`config.mk`:
```
export PLATFORM = sky130hd
export DESIGN_NAME = bblur_ram
export DESIGN_NICKNAME = d
export VERILOG_FILES = /design/src/rtl/bblur_ram.sv
export SDC_FILE = /design/constraint.sdc
export NUM_CORES = 1
export LEC_CHECK = 0
export BUFFER_PORTS_ARGS = -buffer_cell sky130_fd_sc_hd__clkbuf_2
export CORE_MARGIN = 1.5
export CORE_UTILIZATION = 45
export CTS_CLUSTER_DIAMETER = 200
export DETAILED_ROUTE_END_ITERATION = 16
export SETUP_SLACK_MARGIN = 0.4
export SLEW_MARGIN = 0
export SYNTH_ARGS = -nofsm -noshare
export SYNTH_HDL_FRONTEND = slang
export SYNTH_SLANG_ARGS = --single-unit
export TNS_END_PERCENT = 100
```
`constraint.sdc`:
```
create_clock -name i_clk -period 4.7 [get_ports i_clk]
set_input_delay 0.235 -clock i_clk [delete_from_list [all_inputs] [get_ports i_clk]]
set_output_delay 0.235 -clock i_clk [all_outputs]
set_load 0.02 [all_outputs]
```
`src/rtl/bblur_ram.sv`:
```
// ----------------------------------------------------------------------------
// Generic single-port-write RAM
// One write port and one read port with a registered read.
// ----------------------------------------------------------------------------
module bblur_ram #(
    parameter int WIDTH = 8,
    parameter int DEPTH = 16
) (
    input  logic                     i_clk,
    input  logic                     i_we,
    input  logic [$clog2(DEPTH)-1:0] i_waddr,
    input  logic [WIDTH-1:0]         i_wdata,
    input  logic                     i_re,
    input  logic [$clog2(DEPTH)-1:0] i_raddr,
    output logic [WIDTH-1:0]         o_rdata
);

    logic [WIDTH-1:0] r_mem [DEPTH];
    logic [WIDTH-1:0] r_rdata;

    always_ff @(posedge i_clk) begin
        if (i_we) begin
            r_mem[i_waddr] <= i_wdata;
        end
        if (i_re) begin
            r_rdata <= r_mem[i_raddr];
        end
    end

    assign o_rdata = r_rdata;

endmodule

```
==> impl_results.md, run 1 <==
- Bufs and invs on worst path: 2
- Status: finished, final reports clean
- Syn Area/Cell: 22.8 µm²
- Crit-path max FO: 32
- Setup Total Neg Slack: 0 ns
- Clk buf depth: 2
- Startpoint of the worst hold path: i_re
- Worst-path clk slew: ~0.06 ns
- Worst slew pin tran: ~1.1 ns
- Max VDD drop: 0.000193 V
- Critical path endpoint category: flip-flop
- Worst R2R Start: r_mem[3][6]
- Setup Skew: 0.0274 ns
- WL/cell: ~24 µm
- Gpl congestion: 0.704
- Vias in the first global route: between 2000 and 3000
- Sequential area share after synthesis: 78.1%
- Routed wire length: 10100 µm
- Total power draw: 2.71 mW
- Synth top area cells: edfxtp_1 78%, mux4_2 7.8%, mux4_1 7.0%, a22oi_1 2.3%, nor2_1 0.93%
- Root Buffer: clkbuf_16
- Remaining routing DRC violations: 0
- Global-route wire length before repair: 15200 µm
- Later-pin clock latency in the skew report: 0.42 ns
- Worst setup path start: i_raddr[0]
- Fill cells: between 800 and 900
- Top cell type's share of synthesized area: 78.1%
- Max-slew headroom: 25.3%
- DRT iter0 DRCs: 208
- Initial antenna violation count: 0
- Worst EP arrival: roughly 1.8 ns
- PwrDens: 449 nW/µm²
- Vias post-DR: 2417
- Die W: 111 µm
- CP max stage delay: 0.64 ns
- Area leader, netlist: edfxtp_1
- Core Rows: 39
- CTS tree: done
- Register area: between 4000 and 5000 µm²
- Fin crit period: 1.66 ns
- Tot GR Track Use: 17.9%
- Clock buffer count from CTS: 17
- Final Core Density: 52.9%
- Synth Register Bits: 136
- Period utilization: 35.4%
- Nets@finish: 284
- Syn Inst Count: 229
- Final HPWL DP: 5940 µm
- Ys Warns: 0
- Slew Limit Fails: 0
- Share of cells above drive strength 1: roughly 28%
- Die area: 12300 µm²
- Slowest CP cell: mux4_1
- Startpoint Class: input pin
- H-tree depth: 4
- Largest net degree at the start of global routing: 33
- GR Overflow Total: 0
- Final Hold Slack: 0.189 ns
- Core Footprint: between 10000 and 15000 µm²
- Top delay family on crit path: multiplexers
- Leakage power: 2.00 nW
- Vias per std cell: 5.75
- Syn nets: 248
- Num Clock Sinks: 136
- Fmax: between 600 and 700 MHz
- Post-CTS Setup Repair Bufs: 0
- RSZ-0062 raised after global routing: no
- Synthesized area: 5230 µm²
- CP Data Required Time: 4.86 ns
- Pre-antenna DRT Iters: 5
- Most common cell after layout, fill and taps aside: edfxtp_1
- Area occupied by multi-input gates: between 1000 and 1500 µm²
- Most frequent cells in the layout: 136 x edfxtp_1, 26 x clkbuf_2, 18 x mux4_2
- Setup CP Type: input pin to flip-flop
- Area Growth Syn to Fin: 15.2%
- Distinct cells, synth: 18
- Ant. Diodes: 0
- Final hold vios: 0
- Initial Util: 46.0%
- CTS Hold Bufs: 0
- CP cell instances: clkbuf_2, buf_4, mux4_1, a22oi_1, nand2_1
- PostCTS Resize Cnt: 0
- Final ANT Viol Nets: 0
- Final setup violation count: 0
- Die height: approximately 110 µm
- Io pins: 27
- Hold WC Path Type: input pin to flip-flop
- I/O Buffers: 26
- MaxCap Viol Count: 0
==> synth_stat cells <==
master           instances
clkdlybuf4s25_2          3
edfxtp_1               136
mux4_2                  18
and2b_1                  1
mux4_1                  14
nand3_1                  1
buf_6                    3
nand3b_1                 2
nand2b_1                 2
nor2b_1                  1
nand2_1                  9
a22oi_1                 16
nor2_1                  13
nor3_1                   4
or3b_2                   1
buf_4                    1
buf_2                    3
and2_1                   1
==> final timing paths <==
kind                              endpoint  cells after the start  slack, ns
worst max register to register  o_rdata[6]                      3       3.22
worst min-delay path            o_rdata[3]                      1       0.19
worst max-delay path            o_rdata[2]                      5       3.04
worst min register to register  o_rdata[1]                      3       0.74
==> cell families after synthesis <==
| kind of cell | share of synthesized area (%) |
|---|---|
| simple gates | 3.14 |
| buf+inv | 1.65 |
| mux | 14.8 |
| flops | 78.1 |
| compound gates | 2.30 |
==> sequential cells by signal (all words and copies together), names as in the netlist <==
name / cells
r_mem: 128
o_rdata: 8
==> routing by layer <==
layer	up-vias	GRT usage, %	share of wire, %
met5	-	0	0
met1	1264	25.7	44
met2	90	25.6	48
li1	1056	-	-
met4	0	7.95	1.2
met3	7	5.36	6.7
==> power by group <==
part	switching (mW)	total, mW	internal (mW)
clock network	0.445	1.21	0.762
registers	0.00614	1.37	1.37
logic	0.0767	0.124	0.0475
total	0.528	2.71	2.18
==> layout make-up <==
class,instances,share of cell area (%)
flip-flops and latches,136,67.8
multi-input cells,83,17.9
clock buffers,18,7.13
well taps,143,2.97
repair buffers,27,2.29
clock inverters,13,1.87
==> per-stage QoR <==
stage / worst slack [ns] / area [µm²] / cells
final: 3.04 / 6020 / 420
after global routing: 2.90 / 6020 / 420
after CTS: 3.01 / 6020 / 420
after detailed placement: 2.57 / 5480 / 389
after global placement: 2.57 / 5480 / 389
after floorplan: 2.97 / 5230 / 229
(Power assumes the default switching activity.)
==> run 2, diff against run 1 <==
- clock period: 4.7 -> 1.65 ns (I/O delays scaled with it)
==> impl_results.md, run 2 (synthesis results as in run 1) <==
- Design Area, Final: 6340 µm² (+5.3%)
- DRT iter0 DRCs: 204 (-1.9%)
- Io pins: 27 (unchanged)
- Largest register by flop count: r_mem
- Min-Delay Path Depth: 1 (unchanged)
- Ant. Diodes: 0 (unchanged)
- H-tree depth: 4 (unchanged)
- Register area: 4080 µm² (unchanged)
- Fmax: roughly 710 MHz
- Root Buffer: clkbuf_16
- Leakage power: 2.11 nW (+5.4%)
- Core Rows: 39 (unchanged)
- MaxCap Viol Count: 0 (unchanged)
- Setup CP Type: flip-flop to flip-flop
- Max VDD drop: 0.000989 V (+410%)
- Global-route wire length before repair: 15300 µm (+0.91%)
- Area occupied by multi-input gates: 1060 µm² (-1.2%)
- Clk pwr share: 48.9% (+4.3 points)
- Part of the power in combinational logic: 4.8% (+0.2 points)
- Worst-path clk slew: 0.06 ns (about the same)
- Period utilization: between 80% and 90%
- Routed wire length: 9810 µm (-3.0%)
- WL/cell: 22.1 µm (-8.1%)
- Die height: 111 µm (unchanged)
- Clock buffer count from CTS: 17 (unchanged)
- Final setup violation count: 0 (unchanged)
- Setup Skew: 0.0240 ns (-0.00338 ns)
- Final hold vios: 0 (unchanged)
- CP Data Required Time: 1.79 ns (-3.07 ns)
- Share of cells above drive strength 1: 41.0% (+13 points)
- Most frequent cells in the layout: 136 x edfxtp_1, 32 x mux4_2, 26 x clkbuf_2
- Largest net degree at the start of global routing: 23 (-30%)
- Final HPWL DP: 6300 µm (+6.0%)
- Num Clock Sinks: 136 (unchanged)
- Vias in the first global route: 2627 (+5.0%)
- Critical path endpoint category: flip-flop
- Nets@finish: 306 (+7.7%)
- Final Hold Slack: 0.0821 ns (-0.107 ns)
- Fin crit period: 1.41 ns
- GR Overflow Total: 0 (unchanged)
- Reg2reg setup slack: 0.24 ns (-2.98 ns)
- Initial Util: 46.0% (unchanged)
- Vias post-DR: 2434 (+0.70%)
- Setup Total Neg Slack: 0 ns (unchanged)
- RSZ-0062 raised after global routing: yes
- Worst EP arrival: 1.55 ns (-0.27 ns)
- Die W: 111 µm (unchanged)
- P_int: 6.88 mW (+220%)
- Worst reg2reg path depth: 3 (unchanged)
- Remaining routing DRC violations: 0 (unchanged)
- Core Footprint: 11400 µm² (unchanged)
- Fill cells: 841 (-4.9%)
- Vias per std cell: 5.49 (-4.5%)
- Dpl cells: 411 (+5.7%)
- Worst slew pin tran: 0.499 ns (-0.617 ns)
- I/O Buffers: 26 (unchanged)
- Max-slew headroom: 66.8% (+41 points)
- Crit-path max FO: 1 (-97%)
- Non-filler cells, final: 443 (+5.5%)
- Hold WC Path Type: input pin to flip-flop
- Switching share of power: 18.7% (-0.78 points)
- Tot GR Track Use: 17.5% (-0.43 points)
- Post-CTS Setup Repair Bufs: 0 (unchanged)
- Initial antenna violation count: 0 (unchanged)
- CTS tree: done
- Final ANT Viol Nets: 0 (unchanged)
- Most common cell after layout, fill and taps aside: edfxtp_1
- Die area: 12300 µm² (unchanged)
- Area Growth Syn to Fin: 21.2%
- Later-pin clock latency in the skew report: 0.42 ns (about the same)
- Max reg flops: 128 (unchanged)
- Clk buf depth: 2 (unchanged)
- Placed cell area: 5640 µm² (+2.9%)
- Switch Pwr: 1.59 mW (+200%)
- Sequential share of power: 46.3% (-4.5 points)
- Startpoint Class: flip-flop
- Pre-antenna DRT Iters: 4 (-1)
- PwrDens: 1340 nW/µm² (+200%)
- Gpl congestion: 0.712 (+1.1%)
- Slew Limit Fails: 0 (unchanged)
- Status: finished, final reports clean
==> run 2: changes by cell type in the layout (fill, tap and decap cells not counted), sizes merged <==
cell,delta
buf,+22
clkinv,-6
bufinv,+4
clkinvlp,+4
clkbuf,-1
==> run 2: metal layers <==
layer | track usage [%] | up-vias | part of all wire [%]
met1 | 22.8 | 1273 | 42
met4 | 5.73 | 0 | 1.3
met5 | 0 | - | 0
met2 | 28.5 | 69 | 52
li1 | - | 1083 | -
met3 | 5.03 | 9 | 4.3
==> run 2: critical path: stages (launching register included) <==
cell	delay (ns)
edfxtp_1	0.37
mux4_2	0.50
a22oi_2	0.19
nand2_1	0.08
==> run 2: power groups by stage <==
| stage | Combinational, mW | Clock (mW) | Sequential (mW) |
|---|---|---|---|
| 2_1_floorplan | 0.215 | 0 | 4.00 |
| 3_3_place_gp | 0.394 | 0 | 3.99 |
| 3_5_place_dp | 0.398 | 0 | 3.99 |
| 4_1_cts | 0.410 | 4.19 | 3.92 |
| 5_1_grt | 0.441 | 4.35 | 3.93 |
| 6_report | 0.406 | 4.14 | 3.92 |
==> run 2: what timing repair did <==
action                                  in CTS  in global routing
cloned                                       0                  0
endpoints found under the setup margin       8                  8
hold buffers                                 0                  0
hold endpoints to repair                     0                  0
gates resized for setup                      6                  3
==> run 2: area by class of cell <==
cell class | count | share of cell area (%)
flip-flops and latches | 136 | 64.4
multi-input cells | 83 | 16.8
clock buffers | 17 | 6.71
repair buffers | 49 | 5.57
clock inverters | 15 | 3.65
well taps | 143 | 2.82
==> run 2: metrics by stage <==
step | power [mW] | setup slack (ns) | util, %
floorplan | 4.22 | 0.301 | -
global placement | 4.38 | 0.0500 | 49.6
detailed placement | 4.39 | 0.0520 | 49.6
CTS | 8.52 | 0.244 | 55.6
global route | 8.72 | 0.225 | 55.7
finish | 8.46 | 0.243 | 55.7
==> run 2: worst paths after layout <==
check                from           end
min            i_wdata[2]  r_mem[14][2]
max reg2reg  r_mem[11][7]    o_rdata[7]
max          r_mem[11][7]    o_rdata[7]
min reg2reg  r_mem[14][2]    o_rdata[2]
